==> config.mk <==
export PLATFORM = sky130hd
export DESIGN_NAME = motion_queue_in_position_check
export DESIGN_NICKNAME = d
export VERILOG_FILES = /design/src/hw/rtl/mqip_pkg.sv /design/src/hw/rtl/mqip_store.sv /design/src/hw/rtl/mqip_res_fifo.sv /design/src/hw/rtl/mqip_ctrl.sv /design/src/hw/rtl/motion_queue_in_position_check.sv
export VERILOG_INCLUDE_DIRS = /design/src /design/src/hw/rtl
export SDC_FILE = /design/constraint.sdc
export NUM_CORES = 1
export LEC_CHECK = 0
export BUFFER_PORTS_ARGS = -buffer_cell sky130_fd_sc_hd__buf_2
export CAP_MARGIN = 40
export CORE_UTILIZATION = 60
export CTS_CLUSTER_DIAMETER = 100
export DETAILED_ROUTE_END_ITERATION = 8
export MAX_ROUTING_LAYER = met4
export PLACE_DENSITY = 0.78
export SYNTH_ARGS = -nofsm -noshare
export SYNTH_HDL_FRONTEND = slang
export SYNTH_SLANG_ARGS = --single-unit
==> constraint.sdc <==
create_clock -name clk_i -period 6.95 [get_ports clk_i]
set_input_delay 1.39 -clock clk_i [delete_from_list [all_inputs] [get_ports clk_i]]
set_output_delay 1.39 -clock clk_i [all_outputs]
set_load 0.02 [all_outputs]
==> src/hw/rtl/motion_queue_in_position_check_macros.svh <==
// Assertion macros for the file that checks its own logic.
// The three-argument form uses the usual clock and reset names of the block.
`ifndef MOTION_QUEUE_IN_POSITION_CHECK_MACROS_SVH
`define MOTION_QUEUE_IN_POSITION_CHECK_MACROS_SVH

`ifndef SYNTH

`define MQIP_ASSERT_CLK(name, clk, rstn, prop, msg) \
  name: assert property (@(posedge clk) disable iff (!rstn) prop) else $error(msg);

`define MQIP_ASSERT(name, prop, msg) \
  `MQIP_ASSERT_CLK(name, clk_i, rst_ni, prop, msg)

`else

`define MQIP_ASSERT_CLK(name, clk, rstn, prop, msg)

`define MQIP_ASSERT(name, prop, msg)

`endif

`endif

==> src/hw/rtl/mqip_pkg.sv <==
`default_nettype none

package mqip_pkg;

  // Command codes carried in the input tuser.
  localparam logic [1:0] CMD_ENQUEUE = 2'd0;
  localparam logic [1:0] CMD_STATUS  = 2'd1;
  localparam logic [1:0] CMD_CANCEL  = 2'd2;

  // Configuration register indexes.
  localparam int unsigned CFG_IDX_W = 8;
  localparam logic [CFG_IDX_W-1:0] REG_ERROR_LIMIT   = 8'd0;
  localparam logic [CFG_IDX_W-1:0] REG_STABLE_NEEDED = 8'd1;

  localparam logic [31:0] ERROR_LIMIT_RESET   = 32'd100;
  localparam logic [15:0] STABLE_NEEDED_RESET = 16'd5;

  // Drive control and status word bits.
  localparam logic [15:0] CW_ENABLE       = 16'h000F;
  localparam logic [15:0] CW_NEW_SETPOINT = 16'h0010;
  localparam logic [15:0] CW_IMMEDIATE    = 16'h0020;
  localparam logic [15:0] CW_RELATIVE     = 16'h0040;
  localparam logic [15:0] CW_HALT         = 16'h0100;
  localparam int unsigned SW_TARGET_REACHED = 10;

  localparam logic [3:0] MIN_FRAME_LEN = 4'd6;
  localparam logic [15:0] COUNT_MAX    = 16'hFFFF;
  localparam int unsigned DROP_W       = 5;

  typedef enum logic [2:0] {
    EV_NONE     = 3'd0,
    EV_SETPOINT = 3'd1,
    EV_COMPLETE = 3'd2,
    EV_CANCEL   = 3'd3,
    EV_FULL     = 3'd4
  } event_e;

  typedef struct packed {
    logic               immediate;
    logic               relative;
    logic signed [31:0] position;
  } move_t;

  typedef struct packed {
    logic [1:0]         command;
    logic signed [31:0] goal_pos;
    logic               relative_move;
    logic               immediate_move;
    logic [3:0]         frame_length;
    logic [15:0]        drive_status;
    logic signed [31:0] meas_pos;
  } in_item_t;

  typedef struct packed {
    event_e             event_res;
    logic [15:0]        control_out;
    logic signed [31:0] setpoint_position;
    logic [DROP_W-1:0]  dropped_moves;
    logic               moving;
    logic               last_result;
  } result_t;

  // One or two results written to the result queue in a cycle.
  typedef struct packed {
    logic    push;
    logic    pair;
    result_t first;
    result_t second;
  } result_wr_t;

  function automatic logic [15:0] setpoint_control(move_t m);
    logic [15:0] cw;
    cw = CW_ENABLE | CW_NEW_SETPOINT;
    if (m.relative) cw = cw | CW_RELATIVE;
    if (m.immediate) cw = cw | CW_IMMEDIATE;
    return cw;
  endfunction

endpackage

`default_nettype wire

==> src/hw/rtl/mqip_store.sv <==
`default_nettype none

// Move storage. The read port always looks one entry past the next head,
// so the following move is ready when the active one completes.
module mqip_store #(
  parameter int unsigned QUEUE_DEPTH = 16,
  localparam int unsigned AW = (QUEUE_DEPTH > 1) ? $clog2(QUEUE_DEPTH) : 1
) (
  input  wire logic            clk_i,
  input  wire logic            we_i,
  input  wire logic [AW-1:0]   waddr_i,
  input  wire mqip_pkg::move_t wdata_i,
  input  wire logic [AW-1:0]   raddr_i,
  output mqip_pkg::move_t      rdata_o
);
  import mqip_pkg::*;

  move_t mem [QUEUE_DEPTH];
  move_t rdata_q;

  always_ff @(posedge clk_i) begin
    if (we_i) begin
      mem[waddr_i] <= wdata_i;
    end
    // A write to the entry being read is forwarded.
    if (we_i && (waddr_i == raddr_i)) begin
      rdata_q <= wdata_i;
    end else begin
      rdata_q <= mem[raddr_i];
    end
  end

  assign rdata_o = rdata_q;

endmodule

`default_nettype wire

==> src/hw/rtl/mqip_res_fifo.sv <==
`default_nettype none

// Four-entry result queue; takes one or two results per cycle.
module mqip_res_fifo (
  input  wire logic                 clk_i,
  input  wire logic                 rst_ni,
  input  wire mqip_pkg::result_wr_t wr_i,
  output logic [2:0]                cnt_o,
  output logic                      valid_o,
  input  wire logic                 ready_i,
  output mqip_pkg::result_t         data_o
);
  import mqip_pkg::*;

  result_t    buf_q [4];
  logic [1:0] wr_ptr_q, wr_ptr_d;
  logic [1:0] rd_ptr_q, rd_ptr_d;
  logic [2:0] cnt_q, cnt_d;
  logic [1:0] n_push;
  logic       pop;

  assign pop    = (cnt_q != 3'd0) && ready_i;
  assign n_push = wr_i.push ? (wr_i.pair ? 2'd2 : 2'd1) : 2'd0;

  always_comb begin
    wr_ptr_d = wr_ptr_q + n_push;
    rd_ptr_d = rd_ptr_q + {1'b0, pop};
    cnt_d    = cnt_q + {1'b0, n_push} - {2'b00, pop};
  end

  always_ff @(posedge clk_i or negedge rst_ni) begin
    if (!rst_ni) begin
      wr_ptr_q <= '0;
      rd_ptr_q <= '0;
      cnt_q    <= '0;
    end else begin
      wr_ptr_q <= wr_ptr_d;
      rd_ptr_q <= rd_ptr_d;
      cnt_q    <= cnt_d;
    end
  end

  always_ff @(posedge clk_i) begin
    if (wr_i.push) begin
      buf_q[wr_ptr_q] <= wr_i.first;
    end
    if (wr_i.push && wr_i.pair) begin
      buf_q[wr_ptr_q + 2'd1] <= wr_i.second;
    end
  end

  assign cnt_o   = cnt_q;
  assign valid_o = (cnt_q != 3'd0);
  assign data_o  = buf_q[rd_ptr_q];

endmodule

`default_nettype wire

==> src/hw/rtl/mqip_ctrl.sv <==
`default_nettype none

// Input register, queue pointers, in-position counter and the per-item
// update that produces the results.
module mqip_ctrl #(
  parameter int unsigned QUEUE_DEPTH = 16,
  localparam int unsigned AW = (QUEUE_DEPTH > 1) ? $clog2(QUEUE_DEPTH) : 1,
  localparam int unsigned FW = $clog2(QUEUE_DEPTH + 1)
) (
  input  wire logic                              clk_i,
  input  wire logic                              rst_ni,
  input  wire logic                              in_valid_i,
  output logic                                   in_ready_o,
  input  wire mqip_pkg::in_item_t                in_item_i,
  input  wire logic                              cfg_valid_i,
  input  wire logic [mqip_pkg::CFG_IDX_W-1:0]    cfg_index_i,
  input  wire logic [31:0]                       cfg_data_i,
  input  wire logic                              res_room_i,
  output mqip_pkg::result_wr_t                   res_wr_o,
  output logic                                   st_we_o,
  output logic [AW-1:0]                          st_waddr_o,
  output mqip_pkg::move_t                        st_wdata_o,
  output logic [AW-1:0]                          st_raddr_o,
  input  wire mqip_pkg::move_t                   st_rdata_i
);
  import mqip_pkg::*;

  localparam logic [AW:0]   DEPTH_S = (AW + 1)'(QUEUE_DEPTH);
  localparam logic [AW-1:0] LAST_IDX = AW'(QUEUE_DEPTH - 1);

  logic        in_vld_q;
  in_item_t    in_q;
  logic        fire;

  logic [31:0] limit_q;
  logic [15:0] need_q;

  logic [AW-1:0] head_q, head_d;
  logic [FW-1:0] fill_q, fill_d;
  logic [15:0]   count_q, count_d;
  logic [15:0]   ctrl_q, ctrl_d;
  move_t         act_q, act_d;

  move_t              new_move;
  logic [AW:0]        tail_sum;
  logic [AW-1:0]      tail;
  logic [AW-1:0]      head_next;
  logic [AW-1:0]      head_d_next;
  logic signed [32:0] pos_err;
  logic signed [32:0] lim_pos;
  logic signed [32:0] lim_neg;
  logic               on_target;
  logic [15:0]        count_inc;
  logic               busy;
  result_t            res0, res1;
  logic               pair;

  assign fire       = in_vld_q && res_room_i;
  assign in_ready_o = !in_vld_q || fire;
  assign busy       = (fill_q != '0);

  always_ff @(posedge clk_i or negedge rst_ni) begin
    if (!rst_ni) begin
      in_vld_q <= 1'b0;
    end else if (in_ready_o) begin
      in_vld_q <= in_valid_i;
    end
  end

  always_ff @(posedge clk_i) begin
    if (in_valid_i && in_ready_o) begin
      in_q <= in_item_i;
    end
  end

  always_ff @(posedge clk_i or negedge rst_ni) begin
    if (!rst_ni) begin
      limit_q <= ERROR_LIMIT_RESET;
      need_q  <= STABLE_NEEDED_RESET;
    end else if (cfg_valid_i) begin
      if (cfg_index_i == REG_ERROR_LIMIT) begin
        limit_q <= cfg_data_i;
      end else if (cfg_index_i == REG_STABLE_NEEDED) begin
        need_q <= cfg_data_i[15:0];
      end
    end
  end

  always_comb begin
    new_move.immediate = in_q.immediate_move;
    new_move.relative  = in_q.relative_move;
    new_move.position  = in_q.goal_pos;

    // Free slot is head plus fill, wrapped at the queue depth.
    tail_sum = (AW + 1)'(head_q) + (AW + 1)'(fill_q);
    if (tail_sum >= DEPTH_S) begin
      tail_sum = tail_sum - DEPTH_S;
    end
    tail      = tail_sum[AW-1:0];
    head_next = (head_q == LAST_IDX) ? '0 : head_q + AW'(1);

    // Exact error on the 33-bit difference, checked against +/- limit.
    pos_err   = $signed({in_q.meas_pos[31], in_q.meas_pos})
              - $signed({act_q.position[31], act_q.position});
    lim_pos   = $signed({1'b0, limit_q});
    lim_neg   = -lim_pos;
    on_target = in_q.drive_status[SW_TARGET_REACHED]
              && (pos_err <= lim_pos) && (pos_err >= lim_neg);
    count_inc = (count_q == COUNT_MAX) ? count_q : count_q + 16'd1;
  end

  always_comb begin
    head_d  = head_q;
    fill_d  = fill_q;
    count_d = count_q;
    ctrl_d  = ctrl_q;
    act_d   = act_q;
    res0    = '0;
    res1    = '0;
    pair    = 1'b0;
    st_we_o = 1'b0;

    unique case (in_q.command)
      CMD_ENQUEUE: begin
        if (fill_q == FW'(QUEUE_DEPTH)) begin
          res0.event_res = EV_FULL;
        end else begin
          st_we_o = fire;
          fill_d  = fill_q + FW'(1);
          if (!busy) begin
            act_d   = new_move;
            ctrl_d  = setpoint_control(new_move);
            count_d = '0;
            res0.event_res         = EV_SETPOINT;
            res0.control_out       = setpoint_control(new_move);
            res0.setpoint_position = new_move.position;
          end
        end
      end
      CMD_STATUS: begin
        if ((in_q.frame_length >= MIN_FRAME_LEN) && busy) begin
          if (on_target) begin
            if (count_inc >= need_q) begin
              res0.event_res = EV_COMPLETE;
              head_d  = head_next;
              fill_d  = fill_q - FW'(1);
              count_d = '0;
              // The next queued move goes out with the completion.
              if (fill_q > FW'(1)) begin
                pair    = 1'b1;
                act_d   = st_rdata_i;
                ctrl_d  = setpoint_control(st_rdata_i);
                res1.event_res         = EV_SETPOINT;
                res1.control_out       = setpoint_control(st_rdata_i);
                res1.setpoint_position = st_rdata_i.position;
              end
            end else begin
              count_d = count_inc;
            end
          end else begin
            count_d = '0;
          end
        end
      end
      CMD_CANCEL: begin
        if (busy) begin
          ctrl_d  = ctrl_q | CW_HALT;
          head_d  = '0;
          fill_d  = '0;
          count_d = '0;
          res0.event_res     = EV_CANCEL;
          res0.control_out   = ctrl_q | CW_HALT;
          res0.dropped_moves = DROP_W'(fill_q);
        end
      end
      default: begin
      end
    endcase

    res0.moving      = (fill_d != '0);
    res1.moving      = (fill_d != '0);
    res0.last_result = !pair;
    res1.last_result = 1'b1;
  end

  always_ff @(posedge clk_i or negedge rst_ni) begin
    if (!rst_ni) begin
      head_q  <= '0;
      fill_q  <= '0;
      count_q <= '0;
      ctrl_q  <= '0;
    end else if (fire) begin
      head_q  <= head_d;
      fill_q  <= fill_d;
      count_q <= count_d;
      ctrl_q  <= ctrl_d;
    end
  end

  always_ff @(posedge clk_i) begin
    if (fire) begin
      act_q <= act_d;
    end
  end

  // The store reads the entry after the head that holds once this cycle ends.
  always_comb begin
    if (fire) begin
      head_d_next = (head_d == LAST_IDX) ? '0 : head_d + AW'(1);
    end else begin
      head_d_next = head_next;
    end
  end

  assign st_raddr_o = head_d_next;
  assign st_waddr_o = tail;
  assign st_wdata_o = new_move;

  assign res_wr_o.push   = fire;
  assign res_wr_o.pair   = pair;
  assign res_wr_o.first  = res0;
  assign res_wr_o.second = res1;

endmodule

`default_nettype wire

==> src/hw/rtl/motion_queue_in_position_check.sv <==
`default_nettype none

// Position-move queue with in-position confirmation. Commands arrive on the
// slave stream (tuser selects enqueue, status frame or cancel); results leave
// on the master stream, one or two per item, with tlast on the final one.
// The block accepts one item per clock while the result queue has room. Each
// item passes an input register, a combinational update of the queue, counter
// and control word, and a four-entry result queue. Input is held off while the
// result queue has fewer than two free entries; a completion that issues the
// next move produces two results and so takes two output transfers.
// Configuration writes are accepted every cycle and must only be made while no
// item is in flight.
`include "motion_queue_in_position_check_macros.svh"

module motion_queue_in_position_check #(
  parameter int unsigned QUEUE_DEPTH = 16
) (
  input  wire logic                           clk_i,
  input  wire logic                           rst_ni,
  input  wire logic                           s_axis_tvalid,
  output logic                                s_axis_tready,
  // [31:0] goal_pos, [32] relative_move, [33] immediate_move,
  // [37:34] frame_length, [53:38] drive_status, [85:54] meas_pos
  input  wire logic [87:0]                    s_axis_tdata,
  // [1:0] command
  input  wire logic [1:0]                     s_axis_tuser,
  output logic                                m_axis_tvalid,
  input  wire logic                           m_axis_tready,
  // [15:0] control_out, [47:16] setpoint_position, [52:48] dropped_moves,
  // [53] moving
  output logic [55:0]                         m_axis_tdata,
  // [2:0] event_res
  output logic [2:0]                          m_axis_tuser,
  output logic                                m_axis_tlast,
  input  wire logic                           cfg_valid_i,
  output logic                                cfg_ready_o,
  input  wire logic [mqip_pkg::CFG_IDX_W-1:0] cfg_index_i,
  input  wire logic [31:0]                    cfg_data_i
);
  import mqip_pkg::*;

  localparam int unsigned AW = (QUEUE_DEPTH > 1) ? $clog2(QUEUE_DEPTH) : 1;

  in_item_t   in_item;
  result_wr_t res_wr;
  result_t    res_out;
  logic [2:0] res_cnt;
  logic       res_room;

  logic          st_we;
  logic [AW-1:0] st_waddr;
  logic [AW-1:0] st_raddr;
  move_t         st_wdata;
  move_t         st_rdata;

  logic          pair_ok;
  logic          cancel_ok;

  assign in_item.command         = s_axis_tuser;
  assign in_item.goal_pos        = $signed(s_axis_tdata[31:0]);
  assign in_item.relative_move   = s_axis_tdata[32];
  assign in_item.immediate_move  = s_axis_tdata[33];
  assign in_item.frame_length    = s_axis_tdata[37:34];
  assign in_item.drive_status    = s_axis_tdata[53:38];
  assign in_item.meas_pos        = $signed(s_axis_tdata[85:54]);

  assign cfg_ready_o = 1'b1;
  assign res_room    = (res_cnt <= 3'd2);

  mqip_ctrl #(
    .QUEUE_DEPTH(QUEUE_DEPTH)
  ) u_ctrl (
    .clk_i      (clk_i),
    .rst_ni     (rst_ni),
    .in_valid_i (s_axis_tvalid),
    .in_ready_o (s_axis_tready),
    .in_item_i  (in_item),
    .cfg_valid_i(cfg_valid_i),
    .cfg_index_i(cfg_index_i),
    .cfg_data_i (cfg_data_i),
    .res_room_i (res_room),
    .res_wr_o   (res_wr),
    .st_we_o    (st_we),
    .st_waddr_o (st_waddr),
    .st_wdata_o (st_wdata),
    .st_raddr_o (st_raddr),
    .st_rdata_i (st_rdata)
  );

  mqip_store #(
    .QUEUE_DEPTH(QUEUE_DEPTH)
  ) u_store (
    .clk_i  (clk_i),
    .we_i   (st_we),
    .waddr_i(st_waddr),
    .wdata_i(st_wdata),
    .raddr_i(st_raddr),
    .rdata_o(st_rdata)
  );

  mqip_res_fifo u_res_fifo (
    .clk_i  (clk_i),
    .rst_ni (rst_ni),
    .wr_i   (res_wr),
    .cnt_o  (res_cnt),
    .valid_o(m_axis_tvalid),
    .ready_i(m_axis_tready),
    .data_o (res_out)
  );

  assign m_axis_tdata = {2'b00, res_out.moving, res_out.dropped_moves,
                         res_out.setpoint_position, res_out.control_out};
  assign m_axis_tuser = res_out.event_res;
  assign m_axis_tlast = res_out.last_result;

  // A result pair is always a completion followed by the next setpoint.
  assign pair_ok   = (res_wr.first.event_res == EV_COMPLETE)
                  && (res_wr.second.event_res == EV_SETPOINT) && res_wr.second.moving;
  assign cancel_ok = (res_wr.first.event_res != EV_CANCEL)
                  || (!res_wr.first.moving && !res_wr.pair && res_wr.first.last_result);

  `MQIP_ASSERT(a_res_no_overflow, res_wr.push |-> res_cnt <= 3'd2, "result queue overrun")
  `MQIP_ASSERT(a_res_cnt_bound, res_cnt <= 3'd4, "result queue count out of range")
  `MQIP_ASSERT(a_pair_after_complete, res_wr.push && res_wr.pair |-> pair_ok, "bad result pair")
  `MQIP_ASSERT(a_cancel_idle, res_wr.push |-> cancel_ok, "cancel left block moving")

endmodule

`default_nettype wire

==> results of run 1 <==
==> registers in the layout (all words and copies together), names as in the netlist, named ones only <==
| name | count |
|---|---|
| u_ctrl.act_q | 32 |
| u_ctrl.count_q | 16 |
| u_ctrl.ctrl_q | 3 |
| u_ctrl.fill_q | 5 |
| u_ctrl.head_q | 4 |
| u_ctrl.in_q | 38 |
| u_ctrl.in_vld_q | 1 |
| u_ctrl.limit_q | 32 |
| u_ctrl.need_q | 16 |
| u_ctrl.st_wdata_o | 34 |
| u_res_fifo.buf_q | 184 |
| u_res_fifo.cnt_o | 3 |
| u_res_fifo.rd_ptr_q | 2 |
| u_res_fifo.wr_ptr_q | 2 |
| u_store.mem | 544 |
==> worst reg2reg max path: stages, from the launching register on <==
cell       delay [ns]
edfxtp_1         0.42
inv_1            0.08
ha_1             0.22
nor2b_1          0.14
o31ai_1          0.36
a21oi_1          0.24
a211oi_1         0.37
o21ai_0          0.26
o211ai_1         0.29
nand3_1          0.17
a41oi_1          0.37
xnor2_1          0.17
ha_1             0.32
nand4_1          0.14
or4_4            0.58
o21ai_0          0.25
a211oi_1         0.07
a31o_1           0.29
o2111ai_1        0.46
o221ai_1         0.18
a222oi_1         0.34
and3_1           0.34
a21oi_1          0.07
==> through the flow <==
step,util,hold slack [ns]
floorplan,-,0.4331
CTS,0.6836,0.4625
global placement,0.6396,0.4396
detailed placement,0.6413,0.4544
global route,0.6837,0.4903
finish,0.6838,0.4622
==> path summary, 6_finish.rpt <==
kind                       slack (ns)                       to
max in group asynchronous        5.59        u_ctrl.limit_q[6]
setup reg to reg                 0.54   u_res_fifo.buf_q[0][1]
hold reg to reg                  0.46  u_res_fifo.buf_q[2][57]
hold / removal                   0.46  u_res_fifo.buf_q[2][57]
setup / recovery                 0.54   u_res_fifo.buf_q[0][1]
min in group asynchronous        0.68         u_ctrl.ctrl_q[6]
==> synthesized netlist by cell type, drive strengths merged (17+ instances only) <==
| cell | count |
|---|---|
| a21o | 18 |
| a21oi | 101 |
| a22o | 136 |
| buf | 56 |
| clkbuf | 76 |
| dfrtp | 79 |
| dfxtp | 40 |
| edfxtp | 796 |
| ha | 132 |
| inv | 106 |
| mux2 | 52 |
| mux4 | 216 |
| nand2 | 154 |
| nand3 | 29 |
| nand4 | 25 |
| nor2 | 141 |
| nor3 | 30 |
| o21a | 17 |
| o21ai | 100 |
| xnor2 | 61 |
==> kinds of logic after synthesis <==
family | count (synthesis) | share of synthesized area
simple gates | 477 | 0.05599
xor+xnor | 75 | 0.01597
flops | 920 | 0.6517
buf+inv | 239 | 0.02396
other cells | 2 | 0.0001825
fa+ha+maj | 135 | 0.04160
mux | 272 | 0.1334
compound gates | 456 | 0.07715
==> area by class of cell <==
class	count	area [um2]	area share
diodes	5	12.51	0.0002710
clock buffers	111	2382	0.05160
clock inverters	50	475.5	0.01030
inverters	107	401.6	0.008700
multi-input cells	1426	13560	0.2938
flip-flops and latches	920	26820	0.5811
well taps	873	1092	0.02366
repair buffers	222	1414	0.03063
==> power by group <==
group          internal (mW)  switching [mW]  total (mW)  leakage (nW)
logic                   2.22            3.10        5.32          6.36
registers               6.79           0.597        7.39          8.56
clock network           2.64            2.10        4.74          1.39
==> metal layers <==
layer | GRT usage | vias up | share of wire
met5 | - | - | 0
met4 | 0.1028 | 0 | 0.034
met3 | 0.05108 | 242 | 0.091
met2 | 0.4990 | 1454 | 0.50
met1 | 0.4005 | 12430 | 0.38
li1 | - | 10540 | -
==> reports/qor.txt, run 1 <==
Die Wd -> 263.9 um
slowest stage delay, CP -> 0.58 ns
Die Y -> 263.9 um
initial antenna violation count -> 4
hold_buf cts -> 0
Worst Setup SP -> u_ctrl.act_q[1]
Critical Path End Type -> flop
Die Area -> 0.06962 mm2
worst path required time -> 7.29 ns
slowest CP cell -> or4_4
Via-to-Cell Ratio -> 6.643
asr flop ratio synth -> 0.09130
CTS tree -> built
Top delay family on crit path -> compound AO/OA/AOI/OAI gates
worst clock skew -> 0.04404 ns
RePlAce Congestion -> 0.9003
leak pwr -> 16.30 nW
CTS buffer count -> 90
mapped cell area -> 0.04114 mm2
Root Driver -> clkbuf_16
CP Launch Type -> flop
Worst Tran Pin Value -> 0.9097 ns
status -> finished, final reports clean
Filler cells -> 4242
Worst Hold Depth -> 2
Final Power -> 17.45 mW
Via Count -> 24670
area leader, netlist -> edfxtp_1
fin crit period -> 6.413 ns
Pre-antenna DRT Iters -> 5
layout overhead on the synthesized area -> 12.21%
share of the yosys chip area belonging to registers -> 0.6517
htree depth -> 3
Inst Count DP -> 3548
RSZ-0062 raised after global routing -> no
Post-Layout Inst Area -> 0.04616 mm2
antenna-violating nets left -> 0
Bufs and invs on worst path -> 1
largest net degree at the start of global routing -> 109
first-pass GRT wire length -> 154800 um
WP data arrival -> 6.75 ns
Core ar. -> 0.06751 mm2
pwr dens -> 377.9 mW/mm2
worst reg2reg path depth -> 22
dpl cell area -> 0.04329 mm2
Hold Crit Class -> reg2reg
synthesis-stage register bit count -> 920
peak supply drop -> 0.0002445 V
final net count -> 3037
setup violators final -> 0
worst-path cell chain -> inv_1 -> ha_1 -> nor2b_1 -> o31ai_1 -> a21oi_1 -> a211oi_1 -> o21ai_0 -> o211ai_1 -> nand3_1 -> a41oi_1 -> xnor2_1 -> ha_1 -> nand4_1 -> or4_4 -> o21ai_0 -> a211oi_1 -> a31o_1 -> o2111ai_1 -> o221ai_1 -> a222oi_1 -> and3_1 -> a21oi_1
all-layer global routing usage -> 0.3081
clock sink count -> 920
Post-Syn Instances -> 2576
top post-synthesis cells by area -> edfxtp_1 58%, mux4_2 12%, dfrtp_1 4.8%
# DRC -> 0
WL/cell -> 27.67 um
Hold Fails Final Rpt -> 0
hold_sp -> u_res_fifo.buf_q[2][57]
Post-synth EDFFs -> 796
CP Max Fanout -> 4
Post-Layout Cell Count -> 3714
layout cells sized above 1 -> 0.2419
post-synth top area share -> 0.5810
maximum clock rate -> 0.1559 GHz
Worst Setup Slack, final -> 0.5374 ns
commonest non-fill, non-tap cell in the layout -> edfxtp_1
number of global-route vias before repair -> 24990
Initial Util -> 0.6094
Iteration-0 DRC Markers -> 2696
Max-cap violations -> 0
pre-CTS WS -> 0.6518 ns
Synth Flop Type -> edfxtp_1
commonest non-fill, non-tap cells in the layout -> 796 x edfxtp_1, 216 x mux4_2, 168 x buf_2
r2r startpoint -> u_ctrl.act_q[1]
period utilisation layout -> 0.9227
WL final -> 102800 um
clock transition at the registers of the reported paths -> 0.06 ns
Port Buffers -> 168
Setup CP Type -> reg2reg
Final TNS setup -> 0 ns
Avg Cell Area, Syn -> 15.97 um2
post-CTS resize count -> 0
GR Overflow Total -> 0
worst relative slew slack -> 0.3920
Yosys warnings -> 0
WP depth -> 22
maximum clock path buffer count -> 3
Cell variety after synth -> 85
I/O pins -> 198
post-CTS setup buffer count -> 0
clock latency on the worst-skew pair -> 0.66 ns
# rows -> 95
DP Wirelength -> 61720 um
count of final max-slew check failures -> 0
Power figures use the tool's default switching activity.
==> run 2: changes to the inputs <==
--- a/config.mk
+++ b/config.mk
@@ -8,11 +8,11 @@
 export LEC_CHECK = 0
 export BUFFER_PORTS_ARGS = -buffer_cell sky130_fd_sc_hd__buf_2
 export CAP_MARGIN = 40
-export CORE_UTILIZATION = 60
-export CTS_CLUSTER_DIAMETER = 100
+export CORE_UTILIZATION = 62
+export CTS_CLUSTER_DIAMETER = 200
 export DETAILED_ROUTE_END_ITERATION = 8
 export MAX_ROUTING_LAYER = met4
-export PLACE_DENSITY = 0.78
+export PLACE_DENSITY = 0.8
 export SYNTH_ARGS = -nofsm -noshare
 export SYNTH_HDL_FRONTEND = slang
 export SYNTH_SLANG_ARGS = --single-unit
==> constraint.sdc (replaced) <==
create_clock -name clk_i -period 6.95 [get_ports clk_i]
set_input_delay 1.39 -clock clk_i [delete_from_list [all_inputs] [get_ports clk_i]]
set_output_delay 1.39 -clock clk_i [all_outputs]
set_load 0.005 [all_outputs]
==> reports/qor.txt, run 2 (synthesis gave the netlist of run 1 again) <==
fin crit period -> 6.587 ns
Critical Path Most Common Cell -> ha_1
DP Wirelength -> 61710 um
hold_sp -> u_res_fifo.buf_q[3][56]
worst clock skew -> 0.02550 ns
CTS tree -> built
clock sink count -> 920
CP Launch Type -> flop
Worst Setup Slack, final -> 0.3625 ns
Port Buffers -> 168
Iteration-0 DRC Markers -> 3504
layout cells sized above 1 -> 0.2413
RSZ-0062 raised after global routing -> no
r2r startpoint -> u_ctrl.act_q[0]
CTS buffer count -> 91
first-pass GRT wire length -> 156700 um
pre-CTS WS -> 0.3203 ns
maximum clock rate -> 0.1518 GHz
RePlAce Congestion -> 0.9150
status -> finished, final reports clean
register with the most flip-flops -> u_store.mem
Hold Fails Final Rpt -> 0
clock transition at the registers of the reported paths -> 0.06 ns
Initial Util -> 0.6258
WL final -> 106400 um
# rows -> 94
slowest CP cell -> a21oi_1
all-layer global routing usage -> 0.3268
Core ar. -> 0.06575 mm2
worst reg2reg path depth -> 26
worst relative slew slack -> 0.4121
hold path endpoint -> u_res_fifo.buf_q[3][56]
Max-cap violations -> 0
CP Max Fanout -> 9
Pre-antenna DRT Iters -> 6
clock latency on the worst-skew pair -> 0.66 ns
count of final max-slew check failures -> 0
I/O pins -> 198
peak supply drop -> 0.0002454 V
GR Overflow Total -> 0
initial antenna violation count -> 2
Via Count -> 25190
Hold Crit Class -> reg2reg
period utilisation layout -> 0.9478
final core utilization -> 0.7052
Filler cells -> 3931
maximum clock path buffer count -> 3
WP data arrival -> 7.11 ns
slowest stage delay, CP -> 0.44 ns
Root Driver -> clkbuf_16
Final TNS setup -> 0 ns
max FFs per register -> 544
number of global-route vias before repair -> 25410
Die Y -> 259.6 um
# DRC -> 0
largest net degree at the start of global routing -> 90
Reg-to-Reg End -> u_res_fifo.cnt_o[2]
Die Wd -> 259.6 um
Via-to-Cell Ratio -> 6.791
pwr dens -> 378.9 mW/mm2
Worst R2R Setup Slack -> 0.36 ns
hold_buf cts -> 0
worst path required time -> 7.48 ns
Die Area -> 0.06739 mm2
Largest regs -> u_store.mem x544, u_res_fifo.buf_q x184, u_ctrl.in_q x38
Setup CP Type -> reg2reg
commonest non-fill, non-tap cells in the layout -> 796 x edfxtp_1, 216 x mux4_2, 168 x buf_2
final net count -> 3037
layout overhead on the synthesized area -> 12.70%
Worst Tran Pin Value -> 0.8818 ns
antenna-violating nets left -> 0
commonest non-fill, non-tap cell in the layout -> edfxtp_1
Critical Path End Type -> flop
leak pwr -> 16.39 nW
WL/cell -> 28.69 um
setup violators final -> 0
htree depth -> 3
Worst Hold Depth -> 2
run 2: cell types whose count changed in the layout (fill, tap and decap cells not counted), sizes merged:
| cell | change |
|---|---|
| clkbuf | +7 |
| bufinv | +3 |
| diode | -3 |
| clkinvlp | -2 |
| buf | -1 |
| clkinv | +1 |
| inv | -1 |
run 2: metrics by stage:
stage | std cells | hold WS [ns] | instance area (um2) | total power [mW]
floorplan | 2585 | 0.4331 | 41180 | 10.74
global placement | 3528 | 0.4396 | 43160 | 12.23
detailed placement | 3536 | 0.4473 | 43310 | 12.51
CTS | 3705 | 0.4625 | 46330 | 17.54
global route | 3709 | 0.4767 | 46370 | 18.21
finish | 3709 | 0.4665 | 46370 | 17.57
run 2: what timing repair did:
item | 4_1_cts | 5_1_grt
setup endpoints to repair | 0 | 126
buffers inserted | 0 | 2
resized for setup | 0 | 2
run 2: metal layers:
metal,track usage,up-vias,routed length [um]
li1,-,10540,-
met1,0.4154,12760,39850
met2,0.5254,1622,53210
met3,0.06374,274,9700
met4,0.1221,0,3667
met5,-,-,0
run 2: cell type report:
cell class                 instances  area [um2]  area share
inverter                         107       401.6    0.008662
sequential                       920       26820      0.5785
antenna                            2       5.005   0.0001079
multi-input combinational       1426       13570      0.2928
tap                              864        1081     0.02332
clock inverter                    51       531.8     0.01147
clock buffer                     118        2491     0.05373
timing repair buffer             221        1456     0.03141
run 2: worst max path at each step:
stage                                from                       to  depth (start not counted)  slack, ns
after global routing      u_ctrl.act_q[7]      u_res_fifo.cnt_o[2]                         25       0.09
after detailed placement  u_ctrl.act_q[1]      u_res_fifo.cnt_o[2]                         24       0.32
after global placement    u_ctrl.act_q[1]      u_res_fifo.cnt_o[2]                         24       0.45
after CTS                 u_ctrl.act_q[1]      u_res_fifo.cnt_o[2]                         24       0.31
after floorplan           u_ctrl.act_q[0]  u_res_fifo.buf_q[1][10]                         22       1.21
final                     u_ctrl.act_q[0]      u_res_fifo.cnt_o[2]                         26       0.36
run 2: where the power goes:
| part | total [mW] | switching [mW] | internal [mW] |
|---|---|---|---|
| registers | 7.39 | 0.592 | 6.79 |
| logic | 5.19 | 2.94 | 2.25 |
| clock network | 4.99 | 2.15 | 2.84 |
| total | 17.6 | 5.68 | 11.9 |
run 2: critical path, delay by kind of cell, from the launching register on:
kind | cells | cell delay (ns)
AO/OA/AOI/OAI | 11 | 2.69
adder cells (fa/ha/maj) | 5 | 1.75
flip-flops | 1 | 0.37
XOR/XNOR | 2 | 0.30
AND/OR/NAND/NOR | 7 | 1.29
buffers and inverters | 1 | 0.05
